$ cat src/rtl/core/sm64wh_pkg.sv
// Shared constants, codes and control types for the SplitMix64 word hash.
package sm64wh_pkg;

   localparam int WORD_W = 64;
   localparam int HALF_W = WORD_W / 2;

   localparam logic [WORD_W-1:0] GOLDEN_GAMMA = 64'h9E37_79B9_7F4A_7C15;
   localparam logic [WORD_W-1:0] MIX_MUL_A    = 64'hBF58_476D_1CE4_E5B9;
   localparam logic [WORD_W-1:0] MIX_MUL_B    = 64'h94D0_49BB_1331_11EB;

   localparam int SHIFT_PRE = 30;
   localparam int SHIFT_MID = 27;
   localparam int SHIFT_END = 31;

   // Partial product selection for the shared 32x32 multiplier
   localparam logic [1:0] MUL_LL = 2'd0;   // z low  x k low
   localparam logic [1:0] MUL_LH = 2'd1;   // z low  x k high
   localparam logic [1:0] MUL_HL = 2'd2;   // z high x k low

   // Multiplier constant selection
   localparam logic K_SEL_A = 1'b0;
   localparam logic K_SEL_B = 1'b1;

   typedef struct packed {
      logic       load;      // take a request beat, update chain value
      logic [1:0] mul_sel;   // partial product to form this cycle
      logic       k_sel;     // which mixing constant
      logic       sum_load;  // sum := registered product
      logic       sum_add;   // sum += registered product << 32
      logic       z_mix;     // z := sum ^ (sum >> 27)
      logic       fin;       // fold result into accumulator, emit on last
   } cmd_type;

   typedef struct packed {
      logic last;            // word in flight carries the last flag
      logic out_full;        // result register holds a beat that is stalled
   } status_type;

endpackage

$ cat src/rtl/core/sm64wh_dpath.sv
// Datapath: seed, chain, accumulator, shared multiplier and result register.
module sm64wh_dpath
   import sm64wh_pkg::*;
(
   input  logic                clock,
   input  logic                reset,
   input  cmd_type             cmd,
   output status_type          status,
   input  logic                csr_valid,
   input  logic [WORD_W-1:0]   csr_initial_seed,
   input  logic [WORD_W-1:0]   req_data_word,
   input  logic                req_last,
   output logic                rsp_valid,
   input  logic                rsp_stall,
   output logic [WORD_W-1:0]   rsp_digest
);

   logic [WORD_W-1:0]   seed_ff;
   logic                in_msg_ff;
   logic                rsp_valid_ff;
   logic [WORD_W-1:0]   rsp_digest_ff;
   logic [WORD_W-1:0]   chain_ff;
   logic [WORD_W-1:0]   acc_ff;
   logic [WORD_W-1:0]   z_ff;
   logic [WORD_W-1:0]   mul_ff;
   logic [WORD_W-1:0]   sum_ff;
   logic                last_ff;

   logic [WORD_W-1:0]   chain_in;
   logic [WORD_W-1:0]   acc_in;
   logic [WORD_W-1:0]   k_val;
   logic [HALF_W-1:0]   op_z;
   logic [HALF_W-1:0]   op_k;
   logic [WORD_W-1:0]   mul_in;

   assign chain_in = ((in_msg_ff ? chain_ff : seed_ff) ^ req_data_word) + GOLDEN_GAMMA;
   assign acc_in   = acc_ff ^ sum_ff ^ (sum_ff >> SHIFT_END);
   assign k_val    = (cmd.k_sel == K_SEL_B) ? MIX_MUL_B : MIX_MUL_A;

   always_comb begin
      case (cmd.mul_sel)
         MUL_LL: begin
            op_z = z_ff[HALF_W-1:0];
            op_k = k_val[HALF_W-1:0];
         end
         MUL_LH: begin
            op_z = z_ff[HALF_W-1:0];
            op_k = k_val[WORD_W-1:HALF_W];
         end
         default: begin
            op_z = z_ff[WORD_W-1:HALF_W];
            op_k = k_val[HALF_W-1:0];
         end
      endcase
   end

   assign mul_in = {{HALF_W{1'b0}}, op_z} * {{HALF_W{1'b0}}, op_k};

   always_ff @(posedge clock) begin
      if (reset) begin
         seed_ff      <= '0;
         in_msg_ff    <= 1'b0;
         rsp_valid_ff <= 1'b0;
      end else begin
         if (csr_valid) begin
            seed_ff <= csr_initial_seed;
         end
         if (cmd.load) begin
            in_msg_ff <= 1'b1;
         end else if (cmd.fin && last_ff) begin
            in_msg_ff <= 1'b0;
         end
         if (cmd.fin && last_ff) begin
            rsp_valid_ff <= 1'b1;
         end else if (rsp_valid_ff && !rsp_stall) begin
            rsp_valid_ff <= 1'b0;
         end
      end
   end

   always_ff @(posedge clock) begin
      mul_ff <= mul_in;
      if (cmd.load) begin
         chain_ff <= chain_in;
         z_ff     <= chain_in ^ (chain_in >> SHIFT_PRE);
         last_ff  <= req_last;
         if (!in_msg_ff) begin
            acc_ff <= '0;
         end
      end else if (cmd.z_mix) begin
         z_ff <= sum_ff ^ (sum_ff >> SHIFT_MID);
      end
      if (cmd.sum_load) begin
         sum_ff <= mul_ff;
      end else if (cmd.sum_add) begin
         sum_ff <= sum_ff + {mul_ff[HALF_W-1:0], {HALF_W{1'b0}}};
      end
      if (cmd.fin) begin
         acc_ff <= acc_in;
         if (last_ff) begin
            rsp_digest_ff <= acc_in;
         end
      end
   end

   assign status.last     = last_ff;
   assign status.out_full = rsp_valid_ff && rsp_stall;
   assign rsp_valid       = rsp_valid_ff;
   assign rsp_digest      = rsp_digest_ff;

endmodule

$ cat src/rtl/core/sm64wh_ctrl.sv
// Controller: sequences one word through load, two multiplies and the fold.
module sm64wh_ctrl
   import sm64wh_pkg::*;
(
   input  logic        clock,
   input  logic        reset,
   input  logic        req_valid,
   output logic        req_stall,
   input  status_type  status,
   output cmd_type     cmd
);

   localparam logic [3:0] ST_IDLE = 4'd0;
   localparam logic [3:0] ST_MA0  = 4'd1;
   localparam logic [3:0] ST_MA1  = 4'd2;
   localparam logic [3:0] ST_MA2  = 4'd3;
   localparam logic [3:0] ST_MA3  = 4'd4;
   localparam logic [3:0] ST_MIX  = 4'd5;
   localparam logic [3:0] ST_MB0  = 4'd6;
   localparam logic [3:0] ST_MB1  = 4'd7;
   localparam logic [3:0] ST_MB2  = 4'd8;
   localparam logic [3:0] ST_MB3  = 4'd9;
   localparam logic [3:0] ST_FIN  = 4'd10;

   logic [3:0] state_ff;
   logic [3:0] state_in;

   always_comb begin
      cmd      = '0;
      state_in = state_ff;
      unique case (state_ff)
         ST_IDLE: begin
            cmd.load = req_valid;
            if (req_valid) begin
               state_in = ST_MA0;
            end
         end
         ST_MA0: begin
            cmd.mul_sel = MUL_LL;
            state_in    = ST_MA1;
         end
         ST_MA1: begin
            cmd.mul_sel  = MUL_LH;
            cmd.sum_load = 1'b1;
            state_in     = ST_MA2;
         end
         ST_MA2: begin
            cmd.mul_sel = MUL_HL;
            cmd.sum_add = 1'b1;
            state_in    = ST_MA3;
         end
         ST_MA3: begin
            cmd.sum_add = 1'b1;
            state_in    = ST_MIX;
         end
         ST_MIX: begin
            cmd.z_mix = 1'b1;
            state_in  = ST_MB0;
         end
         ST_MB0: begin
            cmd.mul_sel = MUL_LL;
            cmd.k_sel   = K_SEL_B;
            state_in    = ST_MB1;
         end
         ST_MB1: begin
            cmd.mul_sel  = MUL_LH;
            cmd.k_sel    = K_SEL_B;
            cmd.sum_load = 1'b1;
            state_in     = ST_MB2;
         end
         ST_MB2: begin
            cmd.mul_sel = MUL_HL;
            cmd.k_sel   = K_SEL_B;
            cmd.sum_add = 1'b1;
            state_in    = ST_MB3;
         end
         ST_MB3: begin
            cmd.sum_add = 1'b1;
            state_in    = ST_FIN;
         end
         ST_FIN: begin
            // hold while a stalled digest still occupies the result register
            if (!(status.last && status.out_full)) begin
               cmd.fin  = 1'b1;
               state_in = ST_IDLE;
            end
         end
         default: begin
            state_in = ST_IDLE;
         end
      endcase
   end

   always_ff @(posedge clock) begin
      if (reset) begin
         state_ff <= ST_IDLE;
      end else begin
         state_ff <= state_in;
      end
   end

   assign req_stall = (state_ff != ST_IDLE);

endmodule

$ cat src/rtl/core/splitmix64_word_hash_core.sv
// Top level of the SplitMix64 word hash: controller plus datapath.
//
// Hashes a message streamed in as 64-bit words. Each request beat carries
// one word and a last flag; the chain value of a message starts at the
// seed held in the csr register, takes each word by XOR, then adds the
// golden-ratio constant, and the SplitMix64 finaliser of the new chain
// value is XORed into an accumulator. The beat marked last yields exactly
// one response beat carrying the accumulator as the digest; every other
// word yields none. A request beat is taken only while the block is idle:
// it loads the word, performs two 64-bit multiplies mod 2^64, each built
// from three 32x32 partial products on one shared, registered multiplier,
// mixes between them and folds the result into the accumulator. The
// digest sits in an output register, so the next word is accepted while
// a digest still waits for the consumer; only the fold of a further last
// word holds until that register is free. Seed writes (csr_ready is always
// high) take effect from the next message on; write them only while the
// block is idle.
module splitmix64_word_hash_core
   import sm64wh_pkg::*;
(
   input  logic                clock,
   input  logic                reset,
   // configuration: initial seed
   input  logic                csr_valid,
   output logic                csr_ready,
   input  logic [WORD_W-1:0]   csr_initial_seed,
   // request beats: message words
   input  logic                req_valid,
   output logic                req_stall,
   input  logic [WORD_W-1:0]   req_data_word,
   input  logic                req_last,
   // response beats: digests
   output logic                rsp_valid,
   input  logic                rsp_stall,
   output logic [WORD_W-1:0]   rsp_digest
);

   cmd_type    cmd;
   status_type status;

   // the seed register takes a write in any cycle
   assign csr_ready = 1'b1;

   sm64wh_ctrl u_ctrl (
      .clock     (clock),
      .reset     (reset),
      .req_valid (req_valid),
      .req_stall (req_stall),
      .status    (status),
      .cmd       (cmd)
   );

   sm64wh_dpath u_dpath (
      .clock            (clock),
      .reset            (reset),
      .cmd              (cmd),
      .status           (status),
      .csr_valid        (csr_valid),
      .csr_initial_seed (csr_initial_seed),
      .req_data_word    (req_data_word),
      .req_last         (req_last),
      .rsp_valid        (rsp_valid),
      .rsp_stall        (rsp_stall),
      .rsp_digest       (rsp_digest)
   );

endmodule
$ cat config.mk
export PLATFORM = sky130hd
export DESIGN_NAME = splitmix64_word_hash_core
export DESIGN_NICKNAME = d
export VERILOG_FILES = /design/src/rtl/core/sm64wh_pkg.sv /design/src/rtl/core/sm64wh_dpath.sv /design/src/rtl/core/sm64wh_ctrl.sv /design/src/rtl/core/splitmix64_word_hash_core.sv
export SDC_FILE = /design/constraint.sdc
export NUM_CORES = 2
export LEC_CHECK = 0
export ABC_AREA = 1
export BUFFER_PORTS_ARGS = -buffer_cell sky130_fd_sc_hd__buf_2
export CORE_MARGIN = 5
export CORE_UTILIZATION = 49
export CTS_BUF_LIST = sky130_fd_sc_hd__clkbuf_16
export CTS_CLUSTER_SIZE = 20
export DETAILED_ROUTE_END_ITERATION = 8
export GPL_TIMING_DRIVEN = 0
export PLACE_DENSITY = 0.65
export SLEW_MARGIN = 20
export SYNTH_ARGS = -nofsm -noshare
export SYNTH_HDL_FRONTEND = slang
export SYNTH_SLANG_ARGS = --single-unit
$ cat constraint.sdc
create_clock -name clock -period 15.5 [get_ports clock]
set_input_delay 1.55 -clock clock [delete_from_list [all_inputs] [get_ports clock]]
set_output_delay 1.55 -clock clock [all_outputs]
set_load 0.005 [all_outputs]
### Word level (Yosys, flattened, before mapping)

Cells that the tools add are included.

| storage, ports and cells | value |
|---|---|
| bits in registers | 455 |
| output and inout port bits | 67 |
| input port bits | 134 |

| operators by class | value |
|---|---|
| bitwise gates (word level) | 5 |
| $add $sub $neg | 2 |
| reduce and logical (&&, ||, !) cells | 21 |
| mux-type cells | 26 |
| $mul | 1 |
| equal/unequal tests | 14 |

Operators with widths:

| kind | count |
|---|---|
| $mux 64 | 8 |
| $xor 64x64->64 | 2 |
| $add 64x64->64 | 1 |
| $add 64x64->64 const B | 1 |
| $mul 32x32->64 | 1 |
| $mux 32 | 2 |
| $xor 64x33->64 | 1 |
| $xor 64x34->64 | 1 |
| $xor 64x37->64 | 1 |
| $mux 62 | 1 |
| $pmux 4 s11 | 1 |
| $eq 4x3->1 const B | 4 |
| $eq 4x4->1 const B | 3 |
| $mux 1 | 11 |
| $reduce_bool 2->1 | 5 |
| $eq 4x2->1 const B | 2 |
| $mux 4 | 2 |
| $reduce_and 2->1 | 3 |
| $reduce_or 2->1 | 3 |
| $eq 4x1->1 const B | 1 |
| $logic_and 1x1->1 | 4 |
| $logic_not 4->1 | 1 |
| $ne 2x2->1 const B | 2 |
| $pmux 2 s2 | 1 |
| 7 further kinds | 7 |

### Depth between registers and ports, before layout

| logic depth | value |
|---|---|
| depth after elaboration | 7 |
| depth in mapped cells | 42 |
| depth with buffers taken out | 40 |

### Modules after synthesis

A second synthesis with hierarchy kept.

| second synthesis, totals | value |
|---|---|
| cells, all modules | 6750 |
| area total of the unflattened synthesis | 55288.0 um2 |

Modules (own cells, without submodules):

| module | area an instance (um2) | instances | cells each | sequential area each (um2) |
|---|---|---|---|---|
| sm64wh_dpath | 54989.0 | 1 | 6700 | 12241.7 |
| sm64wh_ctrl | 287.8 | 1 | 48 | 80.1 |
| splitmix64_word_hash_core | 11.3 | 1 | 2 | 0.0 |

### Worst setup path after synthesis

OpenSTA, ideal clock, no wires.

| timing path | value |
|---|---|
| kind | register to register |
| start point | reg u_ctrl.state_ff[2] |
| end point | reg u_dpath.mul_ff[45] |
| path buffers | 4 |
| arrival time | 7.936 ns |
| data required time | 15.428 ns |
| clock period less this slack | 8.008 ns |
| setup slack | 7.492 ns |
| cell stages (with the launch flop) | 36 |
| setup time | 0.072 ns |
| cell sequence | dfxtp_1 > inv_1 > nor2_1 > inv_1 > nor2_1 > nor2_1 > inv_1 > buf_2 > buf_1 > ha_1 > clkbuf_1 > clkbuf_1 > nor2_1 > fa_1 > fa_1 > inv_1 > fa_1 > fa_1 > inv_1 > fa_1 > fa_1 > fa_1 > inv_1 > fa_1 > inv_1 > ha_1 > nand2_1 > nor2_1 > inv_1 > nor2_1 > nand4_1 > nand2_1 > a21boi_0 > or2_2 > nand2_1 > xor2_1 |

| between the ends | value |
|---|---|
| cells in the longest elaborated chain, start to end | 7 |
| elaborated cells on any way between the ends | 17 |

Ends and longest elaborated chain:

| item | line | RTL |
|---|---|---|
| start: declaration | sm64wh_ctrl.sv:25 | `logic [3:0] state_ff;` |
| start signal: assignment | sm64wh_ctrl.sv:98 | `state_ff <= state_in;` |
| $eq 4x2->1 (tied with other cells) | sm64wh_ctrl.sv:31 | `unique case (state_ff)` |
| $reduce_or 2->1 (no source line) | n/a |  |
| $pmux 2 s2 | sm64wh_ctrl.sv:31 |  |
| $eq 2x1->1 / $logic_not 2->1 (equally long branches) | sm64wh_dpath.sv:41 | `case (cmd.mul_sel)` |
| $reduce_or 2->1 (no source line) | n/a |  |
| $mux 32 | sm64wh_dpath.sv:41 |  |
| $mul 32x32->64 (*) | sm64wh_dpath.sv:57 | `assign mul_in = {{HALF_W{1'b0}}, op_z} * {{HALF_W{1'b0}}, op_k};` |
| net u_dpath.mul_in[45] | sm64wh_dpath.sv:34 | `logic [WORD_W-1:0] mul_in;` |
| end signal: assignment | sm64wh_dpath.sv:82 | `mul_ff <= mul_in;` |
| end: declaration | sm64wh_dpath.sv:25 | `logic [WORD_W-1:0] mul_ff;` |

The timed path passes the listed nets; every way through them passes the cells marked *.
A chain may end at the register's enable or synchronous reset.

### Final worst setup path

| timing path | value |
|---|---|
| start point | reg u_ctrl.state_ff[1] |
| end point | reg u_dpath.mul_ff[45] |

Same word-level chain as after synthesis.

==> results.json <==
{
  "synthesis.area_um2": 55200,
  "drv_slew": 0,
  "crit_top_cell": "fa_1",
  "final_util_pct": 53.6,
  "portBuffers": 197,
  "nNetsFinal": 8285,
  "yosys_warnings": 0,
  "ys.flop_type": "edfxtp_1",
  "max_stage_delay_ns": 0.94,
  "clock_skew_ns": 0.0445,
  "dp_hpwl_um": 201000,
  "synthCells": 6703,
  "clk_latency_ns": 0.64,
  "cp_slowest_cell": "buf_1",
  "async_reset_ff_share_pct": 0,
  "crit_arrival_ns": 12.50,
  "min_period_ns": 12.00,
  "tightestPinTransition_ns": 1.23,
  "vias": 47639,
  "synth_largest_area_cell": "fa_1",
  "cp-end-kind": "register",
  "fin_area_um2": 60100,
  "ys_seq_elements": 455,
  "ant_nets": 0,
  "cp_max_fo": 10,
  "cts_root_buf": "clkbuf_16",
  "yosysTopAreaCellShare_pct": 29.2,
  "synth_commonest_cells": "inv_1 (1511), nand2_1 (1433), fa_1 (806)",
  "drive_above_1_share_pct": 6.92,
  "grt.total_usage_pct": 38.0,
  "cp-start-kind": "register",
  "via_per_inst": 5.59,
  "hp-class": "register to register",
  "route.detailed.drc": 0,
  "synth-edff-count": 321,
  "period_share_pct": 77.4,
  "cts.path.max_buffers": 3,
  "postCtsHoldBufs": 0,
  "rsz0062_at_grt": "no",
  "cts_sinks": 455,
  "grt_pass1_wl_um": 328000,
  "die_y_um": 346,
  "path_class": "register to register",
  "cts_tree": "done",
  "drv_cap": 0,
  "die_width_um": 346,
  "grt_overflow_total": 0,
  "max_freq_mhz": 83.3,
  "yosys.cell_types.count": 51,
  "clk_pin_slew_ns": 0.06,
  "avgRoutedWirePerCell_um": 27.1,
  "post_cts_buffers": 0,
  "yosysSeqAreaShare_pct": 22.3,
  "drtIter0Drc": 5624,
  "cts.htree.levels": 2,
  "grt_max_degree": 55,
  "start_util_pct": 49.2,
  "num_rows": 123,
  "first_pass_iters": 6,
  "io_pins": 201,
  "setup_viol": 0,
  "status": "completed",
  "slew_headroom_pct": 18.3,
  "yosys-top-cells-area": "fa_1 (29%), edfxtp_1 (17%), inv_1 (10%), nand2_1 (9.7%), ha_1 (8.5%)",
  "grt_pass1_vias": 47126,
  "cp.required_ns": 16.01,
  "core_um2": 112000,
  "antenna_found_initial": 15,
  "synth_most_common_cell": "inv_1",
  "area_delta_synth_final_pct": 8.85,
  "finalHoldViolCount": 0,
  "numCtsBuffers": 48,
  "syn_avg_cell_area_um2": 8.24,
  "routed_wl_um": 231000,
  "die-area_um2": 120000,
  "tns_ns": 0,
  "cts_resized": 0,
  "gp_congestion": 1.06,
  "dpl_cell_area_um2": 58400
}
==> worst max-delay path, delay by kind of cell (launching register included) <==
family	cells	cell delay (ns)
fa+ha+maj	10	5.26
buf+inv	9	3.14
simple gates	9	1.60
compound gates	4	1.26
flops	1	0.42
xor+xnor	1	0.14
==> sequential cells by signal, summed over array words and instances (netlist names) <==
name / flops
u_dpath.in_msg_ff: 1
u_dpath.rsp_valid: 1
u_dpath.seed_ff: 64
u_ctrl.state_ff: 4
u_dpath.acc_ff: 64
u_dpath.rsp_digest: 64
u_dpath.chain_ff: 64
u_dpath.mul_ff: 64
u_dpath.z_ff: 64
u_dpath.sum_ff: 64
u_dpath.last_ff: 1
==> stage by stage <==
step | setup slack (ns) | instances | hold slack, ns
2_1_floorplan | 7.49 | 6705 | 0.441
3_3_place_gp | 3.89 | 8402 | 0.449
3_5_place_dp | 4.05 | 8418 | 0.454
4_1_cts | 4.00 | 8508 | 0.465
5_1_grt | 3.35 | 8509 | 0.487
6_report | 3.50 | 8515 | 0.464
==> layout make-up <==
class                           instances  area [um2]
Fill cell                           10810       52100
Multi-Input combinational cell       4584       36600
Sequential cell                       455       12300
Inverter                             1526        5730
Tap cell                             1500        1880
Clock buffer                           53        1330
Timing Repair Buffer                  214        1250
Buffer                                140         654
Clock inverter                         37         353
Antenna cell                            6        15.0
==> kinds of logic (layout without fill, tap and decap cells) <==
group	after synthesis	after routing	synth area share, %
other	1	9	0.00679
AND/OR/NAND/NOR	2634	2634	19.5
buffers and inverters	1666	1970	11.6
AO/OA/AOI/OAI	571	571	5.78
flip-flops	455	455	22.3
XOR/XNOR	194	194	3.10
adder cells (fa/ha/maj)	1182	1182	37.7
==> layout by cell type (no fill, tap or decap), types with 9 or more instances in the layout <==
cell	netlist	routed
inv_1	1511	1517
nand2_1	1433	1432
fa_1	806	806
nor2_1	718	714
ha_1	376	376
edfxtp_1	321	321
nand3_1	262	262
a21oi_1	225	225
buf_2	17	216
o21ai_0	189	184
xor2_1	146	146
dfxtp_1	134	134
clkbuf_1	90	90
or2_2	59	59
clkbuf_16	0	53
xnor2_1	46	46
nand2_2	34	34
a31oi_1	33	33
nand4_1	30	30
nor3_1	27	27
nor2_2	22	25
o21ai_1	19	21
nand3b_1	21	21
a21o_1	19	19
o21a_1	16	16
buf_4	8	15
a211oi_1	15	15
o21bai_1	14	14
buf_1	15	13
buf_6	10	12
inv_2	10	11
nor4_1	10	10
o21ai_2	9	9
clkinv_1	4	9
a21boi_0	9	9
clkinv_2	0	9
==> metal layers <==
| metal | wire length [um] | share of wire (%) | vias up | global-route usage [%] |
|---|---|---|---|---|
| li1 | - | - | 20908 | - |
| met1 | 95700 | 41 | 23696 | 54.1 |
| met2 | 98700 | 43 | 2597 | 56.7 |
| met3 | 26600 | 12 | 428 | 9.88 |
| met4 | 10000 | 4.3 | 10 | 13.4 |
| met5 | 68 | 0.029 | - | 0 |
==> final timing paths <==
path | from | end | slack, ns | cells after the start
max reg2reg | u_ctrl.state_ff[1] | u_dpath.mul_ff[45] | 3.50 | 33
min reg2reg | u_dpath.seed_ff[25] | u_dpath.seed_ff[25] | 0.46 | 2
max | u_ctrl.state_ff[1] | u_dpath.mul_ff[45] | 3.50 | 33
min | u_dpath.seed_ff[25] | u_dpath.seed_ff[25] | 0.46 | 2
Power is not shown: default switching activity piles up to over one toggle a cycle in this logic, so the estimate is an artifact.
